## src/design/scalc_pkg.sv

```systemverilog
// Shared types, command and status codes, and the factorial table for the stack calculator.
// It has no dependencies. scalc_div and the top level in design/ refer to it by scoped names.
package scalc_pkg;

    localparam int DATA_W             = 16;
    localparam int STACK_CAPACITY_DEF = 31;

    // command codes
    localparam logic [7:0] FN_PUSH  = 8'd1;
    localparam logic [7:0] FN_PORT  = 8'd2;
    localparam logic [7:0] FN_LOG   = 8'd3;
    localparam logic [7:0] FN_TOP   = 8'd4;
    localparam logic [7:0] FN_DUMP  = 8'd5;
    localparam logic [7:0] FN_DUP   = 8'd6;
    localparam logic [7:0] FN_SWAP  = 8'd7;
    localparam logic [7:0] FN_NEG   = 8'd8;
    localparam logic [7:0] FN_FACT  = 8'd9;
    localparam logic [7:0] FN_SUM   = 8'd10;
    localparam logic [7:0] FN_ADD   = 8'd11;
    localparam logic [7:0] FN_SUB   = 8'd12;
    localparam logic [7:0] FN_MUL   = 8'd13;
    localparam logic [7:0] FN_DIV   = 8'd14;
    localparam logic [7:0] FN_MOD   = 8'd15;
    localparam logic [7:0] FN_AND   = 8'd16;
    localparam logic [7:0] FN_OR    = 8'd17;
    localparam logic [7:0] FN_SHL   = 8'd18;
    localparam logic [7:0] FN_ASR   = 8'd19;
    localparam logic [7:0] FN_CLEAR = 8'd254;
    localparam logic [7:0] FN_HALT  = 8'd255;

    // status codes
    localparam logic [2:0] ST_OK       = 3'd0;
    localparam logic [2:0] ST_OVERFLOW = 3'd1;
    localparam logic [2:0] ST_MISSING  = 3'd2;
    localparam logic [2:0] ST_INVALID  = 3'd3;
    localparam logic [2:0] ST_HALTED   = 3'd4;

    typedef struct packed {
        logic [7:0]         func;
        logic signed [15:0] operand;
    } cmd_item_t;

    typedef struct packed {
        logic               is_status;
        logic [15:0]        port;
        logic signed [15:0] value;
        logic [2:0]         status;
        logic               last;
    } res_item_t;

    typedef enum logic [3:0] {
        S_IDLE,
        S_RD_TOP,
        S_TOP_OUT,
        S_RD_SEC,
        S_SWAP2,
        S_DIV,
        S_DUMP,
        S_SUM,
        S_STATUS
    } seq_state_t;

    // n! modulo 2^16; zero from 18 upwards, one for n <= 0
    function automatic logic [15:0] fact16(input logic [15:0] n);
        logic [15:0] r;
        r = 16'd0;
        if (n[15] || n < 16'd2) begin
            r = 16'd1;
        end else if (n < 16'd18) begin
            unique case (n[4:0])
                5'd2:    r = 16'd2;
                5'd3:    r = 16'd6;
                5'd4:    r = 16'd24;
                5'd5:    r = 16'd120;
                5'd6:    r = 16'd720;
                5'd7:    r = 16'd5040;
                5'd8:    r = 16'd40320;
                5'd9:    r = 16'd35200;
                5'd10:   r = 16'd24320;
                5'd11:   r = 16'd5376;
                5'd12:   r = 16'd64512;
                5'd13:   r = 16'd52224;
                5'd14:   r = 16'd10240;
                5'd15:   r = 16'd22528;
                5'd16:   r = 16'd32768;
                5'd17:   r = 16'd32768;
                default: r = 16'd1;
            endcase
        end
        return r;
    endfunction

endpackage

```

## src/design/scalc_ram.sv

```systemverilog
// Generic single-write, single-read RAM with a registered read port.
// It has no dependencies.
module scalc_ram #(
    parameter int WIDTH = 16,
    parameter int DEPTH = 32
) (
    input  logic                     clk,
    input  logic                     we,
    input  logic [$clog2(DEPTH)-1:0] waddr,
    input  logic [WIDTH-1:0]         wdata,
    input  logic                     re,
    input  logic [$clog2(DEPTH)-1:0] raddr,
    output logic [WIDTH-1:0]         rdata
);

    logic [WIDTH-1:0] mem [DEPTH];
    logic [WIDTH-1:0] rdata_reg;

    always_ff @(posedge clk)
    begin
        if (we)
        begin
            mem[waddr] <= wdata;
        end
        if (re)
        begin
            rdata_reg <= mem[raddr];
        end
    end

    assign rdata = rdata_reg;

endmodule

```

## src/design/scalc_div.sv

```systemverilog
// Signed 16-bit restoring divider that produces one quotient bit per cycle and truncates toward zero.
// It depends on scalc_pkg for the data width.
module scalc_div (
    input  logic        clk,
    input  logic        rst_n,
    input  logic        start,
    input  logic [15:0] dividend,
    input  logic [15:0] divisor,
    output logic        done,
    output logic [15:0] quot,
    output logic [15:0] rem
);

    localparam int W = scalc_pkg::DATA_W;

    logic [W-1:0]             q_reg, q_next;
    logic [W:0]               r_reg, r_next;
    logic [W-1:0]             d_reg, d_next;
    logic [$clog2(W+1)-1:0]   cnt_reg, cnt_next;
    logic                     qneg_reg, qneg_next;
    logic                     rneg_reg, rneg_next;
    logic                     done_reg, done_next;
    logic [W:0]               trial;

    // one restoring step per cycle on the magnitudes
    always_comb
    begin
        q_next    = q_reg;
        r_next    = r_reg;
        d_next    = d_reg;
        cnt_next  = cnt_reg;
        qneg_next = qneg_reg;
        rneg_next = rneg_reg;
        done_next = 1'b0;
        trial     = {r_reg[W-1:0], q_reg[W-1]};
        if (start)
        begin
            q_next    = dividend[W-1] ? W'(-dividend) : dividend;
            d_next    = divisor[W-1] ? W'(-divisor) : divisor;
            r_next    = '0;
            cnt_next  = ($clog2(W+1))'(W);
            qneg_next = dividend[W-1] ^ divisor[W-1];
            rneg_next = dividend[W-1];
        end
        else if (cnt_reg != '0)
        begin
            if (trial >= {1'b0, d_reg})
            begin
                r_next = trial - {1'b0, d_reg};
                q_next = {q_reg[W-2:0], 1'b1};
            end
            else
            begin
                r_next = trial;
                q_next = {q_reg[W-2:0], 1'b0};
            end
            cnt_next  = cnt_reg - 1'b1;
            done_next = (cnt_reg == ($clog2(W+1))'(1));
        end
    end

    always_ff @(posedge clk or negedge rst_n)
    begin
        if (!rst_n)
        begin
            cnt_reg  <= '0;
            done_reg <= 1'b0;
        end
        else
        begin
            cnt_reg  <= cnt_next;
            done_reg <= done_next;
        end
    end

    always_ff @(posedge clk)
    begin
        q_reg    <= q_next;
        r_reg    <= r_next;
        d_reg    <= d_next;
        qneg_reg <= qneg_next;
        rneg_reg <= rneg_next;
    end

    assign done = done_reg;
    assign quot = qneg_reg ? W'(-q_reg) : q_reg;
    assign rem  = rneg_reg ? W'(-r_reg[W-1:0]) : r_reg[W-1:0];

endmodule

```

## src/design/stack_calculator_engine_core.sv

```systemverilog
// Top level of the 16-bit stack calculator. It contains the command sequencer and the output register.
// It depends on scalc_pkg, scalc_ram (the stack store) and scalc_div (the divider).
//
// Usage:
//  The cmd channel carries one item per command: a function code and a signed operand.
//  The res channel returns, for each command, zero or more data items and then one status item
//  with last set. Both channels use valid/stall handshakes.
//  A command is accepted only while the sequencer is idle, so the engine processes one command at a time.
//  Because the stack lives in a RAM with a registered read, the steps depend on the command:
//   push, port, log, clear, halt and invalid codes go straight to the status item;
//   top, dup, negate and factorial first read the top entry; swap and the binary operations read two;
//   div and mod then wait for the bit-serial divider;
//   dump and sum-all make one RAM read per entry.
//  Results go through a single output register. While res_stall holds a valid item there, the sequencer
//  waits before emitting its next item, and no item is lost.
//  Reset leaves the stack empty, the output port at 0, the log port at 1 and the engine not halted.
//  The stack RAM contents are not cleared at reset.
module stack_calculator_engine_core #(
    parameter int STACK_CAPACITY = scalc_pkg::STACK_CAPACITY_DEF
) (
    input  logic                  clk,
    input  logic                  rst_n,
    input  logic                  cmd_valid,
    output logic                  cmd_stall,
    input  scalc_pkg::cmd_item_t  cmd,
    output logic                  res_valid,
    input  logic                  res_stall,
    output scalc_pkg::res_item_t  res
);

    localparam int AW = $clog2(STACK_CAPACITY);
    localparam int DW = $clog2(STACK_CAPACITY + 1);
    localparam logic [DW-1:0] CAP = DW'(STACK_CAPACITY);

    scalc_pkg::seq_state_t state_reg, state_next;
    logic [DW-1:0]  depth_reg, depth_next;
    logic [15:0]    oport_reg, oport_next;
    logic [15:0]    lport_reg, lport_next;
    logic           halted_reg, halted_next;
    logic [15:0]    sport_reg, sport_next;
    logic [2:0]     err_reg, err_next;
    logic [7:0]     func_reg, func_next;
    logic [15:0]    top_reg, top_next;
    logic [15:0]    sec_reg, sec_next;
    logic [15:0]    acc_reg, acc_next;
    logic [AW-1:0]  idx_reg, idx_next;
    logic           res_valid_reg, res_valid_next;
    scalc_pkg::res_item_t res_reg, res_next;

    logic           ram_we, ram_re;
    logic [AW-1:0]  ram_waddr, ram_raddr;
    logic [15:0]    ram_wdata, ram_rdata;
    logic           div_start, div_done;
    logic [15:0]    div_quot, div_rem;
    logic           accept, slot_free, emit;
    scalc_pkg::res_item_t emit_item;
    logic [15:0]    binres;
    logic [AW-1:0]  top_addr, sec_addr;

    scalc_ram #(
        .WIDTH (scalc_pkg::DATA_W),
        .DEPTH (STACK_CAPACITY)
    ) u_stack (
        .clk   (clk),
        .we    (ram_we),
        .waddr (ram_waddr),
        .wdata (ram_wdata),
        .re    (ram_re),
        .raddr (ram_raddr),
        .rdata (ram_rdata)
    );

    scalc_div u_div (
        .clk      (clk),
        .rst_n    (rst_n),
        .start    (div_start),
        .dividend (ram_rdata),
        .divisor  (top_reg),
        .done     (div_done),
        .quot     (div_quot),
        .rem      (div_rem)
    );

    assign accept    = cmd_valid && (state_reg == scalc_pkg::S_IDLE);
    assign cmd_stall = (state_reg != scalc_pkg::S_IDLE);
    assign slot_free = !res_valid_reg || !res_stall;
    assign top_addr  = AW'(depth_reg - 1'b1);
    assign sec_addr  = AW'(depth_reg - DW'(2));

    // binary operation: left operand is the second entry (RAM data), right is the top
    always_comb
    begin
        binres = '0;
        unique case (func_reg)
            scalc_pkg::FN_ADD: binres = ram_rdata + top_reg;
            scalc_pkg::FN_SUB: binres = ram_rdata - top_reg;
            scalc_pkg::FN_MUL: binres = 16'(ram_rdata * top_reg);
            scalc_pkg::FN_AND: binres = ram_rdata & top_reg;
            scalc_pkg::FN_OR:  binres = ram_rdata | top_reg;
            scalc_pkg::FN_SHL: binres = (top_reg >= 16'd16) ? 16'd0 : (ram_rdata << top_reg[3:0]);
            scalc_pkg::FN_ASR: binres = (top_reg >= 16'd16) ? {16{ram_rdata[15]}}
                                      : 16'($signed(ram_rdata) >>> top_reg[3:0]);
            default:           binres = '0;
        endcase
    end

    // sequencer: next state, stack accesses and result generation
    always_comb
    begin
        state_next  = state_reg;
        depth_next  = depth_reg;
        oport_next  = oport_reg;
        lport_next  = lport_reg;
        halted_next = halted_reg;
        sport_next  = sport_reg;
        err_next    = err_reg;
        func_next   = func_reg;
        top_next    = top_reg;
        sec_next    = sec_reg;
        acc_next    = acc_reg;
        idx_next    = idx_reg;
        ram_we      = 1'b0;
        ram_waddr   = top_addr;
        ram_wdata   = '0;
        ram_re      = 1'b0;
        ram_raddr   = top_addr;
        div_start   = 1'b0;
        emit        = 1'b0;
        emit_item   = '{is_status: 1'b0, port: oport_reg, value: '0, status: scalc_pkg::ST_OK,
                        last: 1'b0};

        unique case (state_reg)
            scalc_pkg::S_IDLE:
            begin
                if (accept)
                begin
                    func_next  = cmd.func;
                    sport_next = lport_reg;
                    err_next   = scalc_pkg::ST_OK;
                    state_next = scalc_pkg::S_STATUS;
                    if (halted_reg)
                    begin
                        err_next = scalc_pkg::ST_HALTED;
                    end
                    else
                    begin
                        priority if (cmd.func == scalc_pkg::FN_PUSH)
                        begin
                            if (depth_reg >= CAP)
                            begin
                                err_next = scalc_pkg::ST_OVERFLOW;
                            end
                            else
                            begin
                                ram_we     = 1'b1;
                                ram_waddr  = AW'(depth_reg);
                                ram_wdata  = cmd.operand;
                                depth_next = depth_reg + 1'b1;
                            end
                        end
                        else if (cmd.func == scalc_pkg::FN_PORT)
                        begin
                            oport_next = cmd.operand;
                        end
                        else if (cmd.func == scalc_pkg::FN_LOG)
                        begin
                            lport_next = cmd.operand;
                        end
                        else if (cmd.func == scalc_pkg::FN_CLEAR)
                        begin
                            depth_next = '0;
                        end
                        else if (cmd.func == scalc_pkg::FN_HALT)
                        begin
                            halted_next = 1'b1;
                            err_next    = scalc_pkg::ST_HALTED;
                        end
                        else if (cmd.func == scalc_pkg::FN_DUMP)
                        begin
                            if (depth_reg != '0)
                            begin
                                ram_re     = 1'b1;
                                idx_next   = top_addr;
                                state_next = scalc_pkg::S_DUMP;
                            end
                        end
                        else if (cmd.func == scalc_pkg::FN_SUM)
                        begin
                            if (depth_reg == '0)
                            begin
                                ram_we     = 1'b1;
                                ram_waddr  = '0;
                                depth_next = DW'(1);
                            end
                            else
                            begin
                                ram_re     = 1'b1;
                                idx_next   = top_addr;
                                acc_next   = '0;
                                state_next = scalc_pkg::S_SUM;
                            end
                        end
                        else if ((cmd.func >= scalc_pkg::FN_TOP && cmd.func <= scalc_pkg::FN_FACT)
                                 || (cmd.func >= scalc_pkg::FN_ADD
                                     && cmd.func <= scalc_pkg::FN_ASR))
                        begin
                            if (depth_reg == '0)
                            begin
                                err_next = scalc_pkg::ST_MISSING;
                            end
                            else
                            begin
                                ram_re     = 1'b1;
                                state_next = scalc_pkg::S_RD_TOP;
                            end
                        end
                        else
                        begin
                            err_next = scalc_pkg::ST_INVALID;
                        end
                    end
                end
            end

            scalc_pkg::S_RD_TOP:
            begin
                top_next   = ram_rdata;
                state_next = scalc_pkg::S_STATUS;
                priority if (func_reg == scalc_pkg::FN_TOP)
                begin
                    state_next = scalc_pkg::S_TOP_OUT;
                end
                else if (func_reg == scalc_pkg::FN_DUP)
                begin
                    if (depth_reg >= CAP)
                    begin
                        err_next = scalc_pkg::ST_OVERFLOW;
                    end
                    else
                    begin
                        ram_we     = 1'b1;
                        ram_waddr  = AW'(depth_reg);
                        ram_wdata  = ram_rdata;
                        depth_next = depth_reg + 1'b1;
                    end
                end
                else if (func_reg == scalc_pkg::FN_NEG)
                begin
                    ram_we    = 1'b1;
                    ram_wdata = 16'(16'd0 - ram_rdata);
                end
                else if (func_reg == scalc_pkg::FN_FACT)
                begin
                    ram_we    = 1'b1;
                    ram_wdata = scalc_pkg::fact16(ram_rdata);
                end
                else
                begin
                    // swap and binary operations need a second entry
                    if (depth_reg == DW'(1))
                    begin
                        err_next   = scalc_pkg::ST_MISSING;
                        depth_next = '0;
                    end
                    else
                    begin
                        ram_re     = 1'b1;
                        ram_raddr  = sec_addr;
                        state_next = scalc_pkg::S_RD_SEC;
                    end
                end
            end

            scalc_pkg::S_TOP_OUT:
            begin
                if (slot_free)
                begin
                    emit            = 1'b1;
                    emit_item.value = top_reg;
                    state_next      = scalc_pkg::S_STATUS;
                end
            end

            scalc_pkg::S_RD_SEC:
            begin
                sec_next = ram_rdata;
                priority if (func_reg == scalc_pkg::FN_SWAP)
                begin
                    ram_we     = 1'b1;
                    ram_waddr  = sec_addr;
                    ram_wdata  = top_reg;
                    state_next = scalc_pkg::S_SWAP2;
                end
                else if (func_reg == scalc_pkg::FN_DIV || func_reg == scalc_pkg::FN_MOD)
                begin
                    if (top_reg == '0)
                    begin
                        ram_we     = 1'b1;
                        ram_waddr  = sec_addr;
                        depth_next = depth_reg - 1'b1;
                        state_next = scalc_pkg::S_STATUS;
                    end
                    else
                    begin
                        div_start  = 1'b1;
                        state_next = scalc_pkg::S_DIV;
                    end
                end
                else
                begin
                    ram_we     = 1'b1;
                    ram_waddr  = sec_addr;
                    ram_wdata  = binres;
                    depth_next = depth_reg - 1'b1;
                    state_next = scalc_pkg::S_STATUS;
                end
            end

            scalc_pkg::S_SWAP2:
            begin
                ram_we     = 1'b1;
                ram_wdata  = sec_reg;
                state_next = scalc_pkg::S_STATUS;
            end

            scalc_pkg::S_DIV:
            begin
                if (div_done)
                begin
                    ram_we     = 1'b1;
                    ram_waddr  = sec_addr;
                    ram_wdata  = (func_reg == scalc_pkg::FN_DIV) ? div_quot : div_rem;
                    depth_next = depth_reg - 1'b1;
                    state_next = scalc_pkg::S_STATUS;
                end
            end

            // walk from the top down, one entry per accepted output slot
            scalc_pkg::S_DUMP:
            begin
                if (slot_free)
                begin
                    emit            = 1'b1;
                    emit_item.value = ram_rdata;
                    if (idx_reg == '0)
                    begin
                        state_next = scalc_pkg::S_STATUS;
                    end
                    else
                    begin
                        idx_next  = idx_reg - 1'b1;
                        ram_re    = 1'b1;
                        ram_raddr = idx_reg - 1'b1;
                    end
                end
            end

            // accumulate every entry, then leave the sum as the only entry
            scalc_pkg::S_SUM:
            begin
                acc_next = acc_reg + ram_rdata;
                if (idx_reg == '0)
                begin
                    ram_we     = 1'b1;
                    ram_waddr  = '0;
                    ram_wdata  = acc_reg + ram_rdata;
                    depth_next = DW'(1);
                    state_next = scalc_pkg::S_STATUS;
                end
                else
                begin
                    idx_next  = idx_reg - 1'b1;
                    ram_re    = 1'b1;
                    ram_raddr = idx_reg - 1'b1;
                end
            end

            scalc_pkg::S_STATUS:
            begin
                if (slot_free)
                begin
                    emit      = 1'b1;
                    emit_item = '{is_status: 1'b1, port: sport_reg, value: '0,
                                  status: err_reg, last: 1'b1};
                    state_next = scalc_pkg::S_IDLE;
                end
            end

            default:
            begin
                state_next = scalc_pkg::S_IDLE;
            end
        endcase
    end

    // output register
    always_comb
    begin
        res_next       = res_reg;
        res_valid_next = res_valid_reg && res_stall;
        if (emit)
        begin
            res_next       = emit_item;
            res_valid_next = 1'b1;
        end
    end

    always_ff @(posedge clk or negedge rst_n)
    begin
        if (!rst_n)
        begin
            state_reg     <= scalc_pkg::S_IDLE;
            depth_reg     <= '0;
            oport_reg     <= 16'd0;
            lport_reg     <= 16'd1;
            halted_reg    <= 1'b0;
            res_valid_reg <= 1'b0;
        end
        else
        begin
            state_reg     <= state_next;
            depth_reg     <= depth_next;
            oport_reg     <= oport_next;
            lport_reg     <= lport_next;
            halted_reg    <= halted_next;
            res_valid_reg <= res_valid_next;
        end
    end

    always_ff @(posedge clk)
    begin
        sport_reg <= sport_next;
        err_reg   <= err_next;
        func_reg  <= func_next;
        top_reg   <= top_next;
        sec_reg   <= sec_next;
        acc_reg   <= acc_next;
        idx_reg   <= idx_next;
        res_reg   <= res_next;
    end

    assign res_valid = res_valid_reg;
    assign res       = res_reg;

endmodule
```

## config.mk

```make
export PLATFORM = sky130hd
export DESIGN_NAME = stack_calculator_engine_core
export DESIGN_NICKNAME = d
export VERILOG_FILES = /design/src/design/scalc_pkg.sv /design/src/design/scalc_ram.sv /design/src/design/scalc_div.sv /design/src/design/stack_calculator_engine_core.sv
export SDC_FILE = /design/constraint.sdc
export NUM_CORES = 2
export LEC_CHECK = 0
export BUFFER_PORTS_ARGS = -buffer_cell sky130_fd_sc_hd__buf_2
export CAP_MARGIN = 20
export CORE_MARGIN = 3
export CORE_UTILIZATION = 43
export CTS_CLUSTER_SIZE = 30
export DETAILED_ROUTE_END_ITERATION = 12
export PLACE_DENSITY_LB_ADDON = 0.12
export SLEW_MARGIN = 20
export SYNTH_ARGS = -nofsm -noshare
export SYNTH_HDL_FRONTEND = slang
export SYNTH_HIERARCHICAL = 1
export SYNTH_SLANG_ARGS = --single-unit
export TNS_END_PERCENT = 1
```

## constraint.sdc

```tcl
create_clock -name clk -period 7.2 [get_ports clk]
set_input_delay 0.72 -clock clk [delete_from_list [all_inputs] [get_ports clk]]
set_output_delay 0.72 -clock clk [all_outputs]
set_load 0.05 [all_outputs]
```

-- Word level (Yosys, flattened, before mapping)
Memory sizes are Yosys's and may differ from the RTL's. A register that Yosys moved wholly into a read port is not among the register bits.
Index checks and enable logic that the tools add are counted.
- add/sub/neg operators: 14
- multipliers: 1
- $lt $le $gt $ge: 9
- equality and inequality tests: 62
- shifts and indexed selects: 2
- muxes and demuxes: 213
- bitwise operators: 6
- reductions and logical operators: 32
- operator list (kind ; count):
    16-bit 2-to-1 mux ; 37
    5-bit 2-to-1 mux ; 61
    16-bit one-hot mux with 7 select lines ; 1
    4-bit 2-to-1 mux ; 26
    16-bit one-hot mux with 6 select lines ; 1
    8-bit by 4-bit equality test with 1-bit output, second input constant ; 8
    16-bit negation ; 4
    1-bit 2-to-1 mux ; 58
    5-bit one-hot mux with 5 select lines ; 2
    3-bit 2-to-1 mux ; 16
    16-bit one-hot mux with 3 select lines ; 1
    37-bit 2-to-1 mux ; 1
    4-bit one-hot mux with 9 select lines ; 1
    16-bit adder ; 2
    8-bit by 3-bit equality test with 1-bit output, second input constant ; 4
    8-bit by 5-bit equality test with 1-bit output, second input constant ; 4
    16-bit one-hot mux with 2 select lines ; 1
    16-bit subtractor ; 2
    2-bit != test, second input constant ; 15
    5-bit one-hot mux with 3 select lines ; 2
    3-bit != test, second input constant ; 8
    17-bit by 16-bit >= comparator with 1-bit output ; 1
    17-bit AND reduction ; 1
    16-bit AND ; 1
    other kinds (53) ; 81
- register bits: 216
- RAM bits: 496
- memory bits (read-only): 512
- output and inout bits: 39
- logic and storage cells: 367
- memories kept: 2
- memory list (name ; depth ; bits a word ; rd ports ; clocked after Yosys merged registers in ; write ports ; RTL line ; RTL):
    (no name shown) ; 32 ; 16 ; 1 ; 0 ; 0 ; scalc_pkg.sv:70 ; unique case (n[4:0])
    u_stack.mem ; 31 ; 16 ; 1 ; 1 ; 1 ; scalc_ram.sv:16 ; logic [WIDTH-1:0] mem [DEPTH];

-- Logic depth before layout (Yosys ltp)
- depth after elaboration: 14
- depth in mapped cells: 26
- gate-level depth less buffers: 22

-- Hierarchy
The synthesis kept the hierarchy.
- modules (own cells, without submodules) (module ; instances ; cells an instance ; area each (um^2) ; sequential area each (um^2)):
    scalc_ram ; 1 ; 933 ; 19713.9 ; 15374.7
    stack_calculator_engine_core ; 1 ; 1842 ; 16341.9 ; 4560.6
    scalc_div ; 1 ; 519 ; 4399.2 ; 1491.4

-- Worst setup path before layout
No wires, ideal clock.
- path type: flip-flop to flip-flop
- start point: reg top_reg[2]
- end point: mem u_stack.mem[0][12], data pin
- arrival time: 7.080 ns
- required time: 6.815 ns
- setup slack: -0.264 ns
- stages on the path, launching flop included: 24
- cell sequence: edfxtp_1 -> clkbuf_1 -> clkbuf_1 -> buf_1 -> clkbuf_1 -> clkbuf_1 -> nand2_1 -> fa_1 -> fa_1 -> fa_1 -> fa_1 -> inv_1 -> fa_1 -> inv_1 -> fa_1 -> inv_1 -> ha_1 -> nand3_1 -> nand2_1 -> a41oi_1 -> nor2b_1 -> xnor2_1 -> a221oi_2 -> o221ai_1
- word-level cells in the longest chain between the ends: 6
- elaborated cells between the ends (all ways): 12
- classes of those cells: add/sub: 2; mul: 1; order compare: 1; shift: 2; mux: 6
- RTL lines (what ; RTL line ; RTL):
    from (decl) ; stack_calculator_engine_core.sv:43 ; logic [15:0] top_reg, top_next;
    from (signal assigned) ; stack_calculator_engine_core.sv:435 ; top_reg <= top_next;
    parallel branches: the longest is 2 deep, another holds 16-bit by 16-bit multiplier with 16-bit output ; -- ;
    16-bit one-hot mux with 7 select lines * ; stack_calculator_engine_core.sv:94 ; unique case (func_reg)
    16-bit 2-to-1 mux * ; stack_calculator_engine_core.sv:294 ; else if (func_reg == scalc_pkg::FN_DIV || func_reg == scalc_pkg::FN_MOD)
    16-bit 2-to-1 mux * ; stack_calculator_engine_core.sv:287 ; priority if (func_reg == scalc_pkg::FN_SWAP)
    16-bit one-hot mux with 6 select lines * ; stack_calculator_engine_core.sv:132 ; unique case (state_reg)
    named net ram_wdata[12] ; stack_calculator_engine_core.sv:52 ; logic [15:0] ram_wdata, ram_rdata;
    to (decl) ; scalc_ram.sv:16 ;
Mark *: on every way through the listed nets, which the timed path passes.

-- Final worst setup path
- start point: reg top_reg[4]
- end point: mem u_stack.mem[14][15], data pin
- word-level cells in the longest chain between the ends: 6
- elaborated cells between the ends (all ways): 10
- classes of those cells: add/sub: 2; mul: 1; order compare: 1; mux: 6
- RTL lines (what ; RTL line):
    parallel branches: the longest is 2 deep, another holds 16-bit by 16-bit multiplier with 16-bit output ; --
    16-bit one-hot mux with 7 select lines * ; stack_calculator_engine_core.sv:94
    16-bit 2-to-1 mux * ; stack_calculator_engine_core.sv:294
    16-bit 2-to-1 mux * ; stack_calculator_engine_core.sv:287
    16-bit one-hot mux with 6 select lines * ; stack_calculator_engine_core.sv:132
    named net ram_wdata[15] ; stack_calculator_engine_core.sv:52
Marks and branches as above.

==> metrics.md <==
| Metric | Value |
|---|---|
| Actual slew at the worst max-slew pin | `1120 ps` |
| Synthesized area per cell | `12.3 µm²` |
| Ys async rst share | `6.74%` |
| EDFF count, synth | `662` |
| Remaining Overflow, GRT | `0` |
| Seq cells post-synth | `727` |
| Most frequent cells in the layout | `edfxtp_1, nand2_1, nor2_1` |
| Kind of cell adding the most delay to the critical path | `adder cells` |
| Mapped Cells | `3294` |
| Largest family of logic cells by synthesized area | `compound AO/OA/AOI/OAI gates` |
| Max frequency | `0.156 GHz` |
| Die area | `97800 µm²` |
| GPL Wtd Cong | `0.945` |
| Worst path max stage delay | `560 ps` |
| Adder-cell share of the synthesized area | `7.84%` |
| Post-Synth XOR/XNOR Area | `3.32%` |
| Hold crit path type | `primary input to async pin` |
| CP Cell Sequence | `and2_1 > fa_1 > inv_1 > fa_1 > inv_1 > fa_1 > fa_1 > fa_1 > inv_1 > fa_1 > inv_1 > ha_1 > a21o_1 > a41oi_1 > o21ai_0 > xnor2_1 > or3_1 > o2111ai_4` |
| Top Metal Used | `met5` |
| WL/cell | `26.9 µm` |
| Required @ worst endpoint | `7400 ps` |
| Fin crit period | `6410 ps` |
| Worst path bufs/invs | `4` |
| Cts repair resizes | `0` |
| Slowest CP cell | `edfxtp_1` |
| Clk_lat worst skew | `670 ps` |
| Slew headroom | `25.4%` |
| Final core utilization | `48.9%` |
| Filler Cell Count | `8279` |
| Mapped cell area | `40500 µm²` |
| Starting Density | `43.7%` |
| Primary FF master, synth | `edfxtp_1` |
| Chip height | `313 µm` |
| Antenna-violating nets left | `0` |
| Synth Area in Simple Gates | `11.0%` |
| Part of the Yosys area used for sequential elements | `53.0%` |
| Initial DRC Count | `2869` |
| Skew final | `44.7 ps` |
| Compound-Gate Fraction of Synth Area | `11.1%` |
| H-tree level count | `3` |
| Worst-case clock buffer depth | `3` |
| Worst Setup End Kind | `flop` |
| Max Cap Viol | `0` |
| Most common cell after layout, fill and taps aside | `edfxtp_1` |
| Vias in the first global route | `28216` |
| Largest net degree at the start of global routing | `105` |
| Drt pass-1 iters | `8` |
| Total CTS buffers | `81` |
| Peak supply drop | `0.359 mV` |
| Die width | `313 µm` |
| Hold Buf Count CTS | `0` |
| Setup Viol. Count Final | `0` |
| Vias post-DR | `28462` |
| Post-CTS setup buffer count | `0` |
| Setup CP Type | `flop to flop` |
| Run status | `finished, final reports clean` |
| Met3 WL post-DR | `8650 µm` |
| Fin nets | `3602` |
| Final Cycle Share | `89.0%` |
| Cells after DPL | `4531` |
| Final slew viol count | `0` |
| Mux share of post-synthesis cell area | `9.68%` |
| DP HPWL | `87100 µm` |
| Clock Sinks | `727` |
| Post-Layout Cell Count | `4685` |
| Library cells used by synthesis | `104` |
| CTS root buffer | `clkbuf_16` |
| # rows | `111` |
| Met1 Wirelength | `54700 µm` |
| Kind of start point of the critical path | `flop` |
| Yosys warns | `6` |
| Crit-path most repeated cell | `fa_1` |
| Routed wire length | `126000 µm` |
| CTS tree | `yes` |
| Post-DR vias/cell | `6.08` |
| Total GRT Usage | `25.6%` |
| Number of flip-flops under the largest register name | `496` |
| Worst-path clk slew | `60 ps` |
| Unrepaired setup endpoints after global routing | `no` |
| Final hold violations | `0` |
| Worst EP arrival | `6610 ps` |
| Leak | `0.0162 µW` |
| DR DRC count | `0` |
| Core outline area | `92500 µm²` |
| DR WL met2 | `58200 µm` |
| First-pass GRT wire length | `188000 µm` |
| Net Count, Synth | `3524` |
| Area delta synth->final | `11.9%` |
| Pwr per Cell Area | `350 nW/µm²` |
| I/O pins | `67` |
| PortBufs | `66` |
| Share of layout cells above drive strength 1 | `16.0%` |
| Initial antenna violation count | `8` |
| Max FO, Critical Path | `31` |
==> metal layers <==
| metal | vias up | track usage [%] |
|---|---|---|
| li1 | 12497 | - |
| met1 | 14558 | 36.5 |
| met2 | 1155 | 40.2 |
| met3 | 246 | 3.68 |
| met4 | 6 | 8.69 |
| met5 | - | 0 |
==> final cells by class <==
class	count	area, µm²	share of cell area (%)
sequential	727	21400	47.3
tap	1243	1560	3.44
multi-input combinational	2194	17500	38.7
clock inverter	51	567	1.25
antenna	2	5.00	0.0111
inverter	176	661	1.46
timing repair buffer	192	1340	2.96
clock buffer	100	2200	4.86
==> synthesized netlist by cell type, drive strengths merged (50+ instances only) <==
cell type | instances | area share, %
a21oi | 137 | 1.7
and2 | 76 | 1.2
buf | 61 | 1.2
clkbuf | 136 | 1.3
edfxtp | 662 | 49
fa | 83 | 4.1
ha | 119 | 3.7
inv | 174 | 1.6
mux2 | 66 | 1.8
mux2i | 77 | 1.9
mux4 | 106 | 5.9
nand2 | 310 | 2.9
nand3 | 55 | 0.68
nor2 | 204 | 1.9
nor3 | 65 | 0.85
o21ai | 168 | 2.1
xnor2 | 101 | 2.2
xor2 | 50 | 1.1
==> final timing paths <==
check                                          startpoint  slack [ps]                            end  cells past startpoint
worst min-delay path                                rst_n         180   u_div/cnt_reg[1]$_DFFE_PN0P_                      2
worst min register to register  lport_reg[12]$_DFFE_PN0P_         440        sport_reg[12]$_DFFE_PP_                      0
worst max register to register       top_reg[4]$_DFFE_PP_         790  u_stack/mem[14][15]$_DFFE_PP_                     18
worst max-delay path                 top_reg[4]$_DFFE_PP_         790  u_stack/mem[14][15]$_DFFE_PP_                     18
min in group clk                                  cmd[21]         310          func_reg[5]$_DFFE_PP_                      1
max in group asynchronous                           rst_n        6540       depth_reg[1]$_DFFE_PN0P_                      2
==> per-stage QoR <==
stage	setup TNS, ps	cell area (µm²)	power, µW	setup WS (ps)	hold WS, ps
2_1_floorplan	-1470	40500	9580	-47.6	421
3_3_place_gp	0	42500	11500	630	424
3_5_place_dp	0	42500	11600	479	430
4_1_cts	0	45200	15900	415	187
5_1_grt	0	45300	16600	404	236
6_report	0	45300	15800	791	182
==> cell families (layout without fill, tap and decap cells) <==
logic type	count (synthesis)	count (layout)
AO/OA/AOI/OAI	675	675
XOR/XNOR	152	152
adder cells (fa/ha/maj)	204	204
buffers and inverters	373	519
flip-flops	727	727
multiplexers	249	249
other	0	2
AND/OR/NAND/NOR	914	914
==> report_power, final <==
group / internal [µW] / switching (µW) / leakage (µW) / total (µW)
combinational: 2170 / 3950 / 0.00807 / 6120
sequential: 5170 / 295 / 0.00682 / 5460
clock: 2490 / 1760 / 0.00133 / 4250
total: 9820 / 6000 / 0.0162 / 15800
Note: power is estimated with default switching activity, not from simulation.
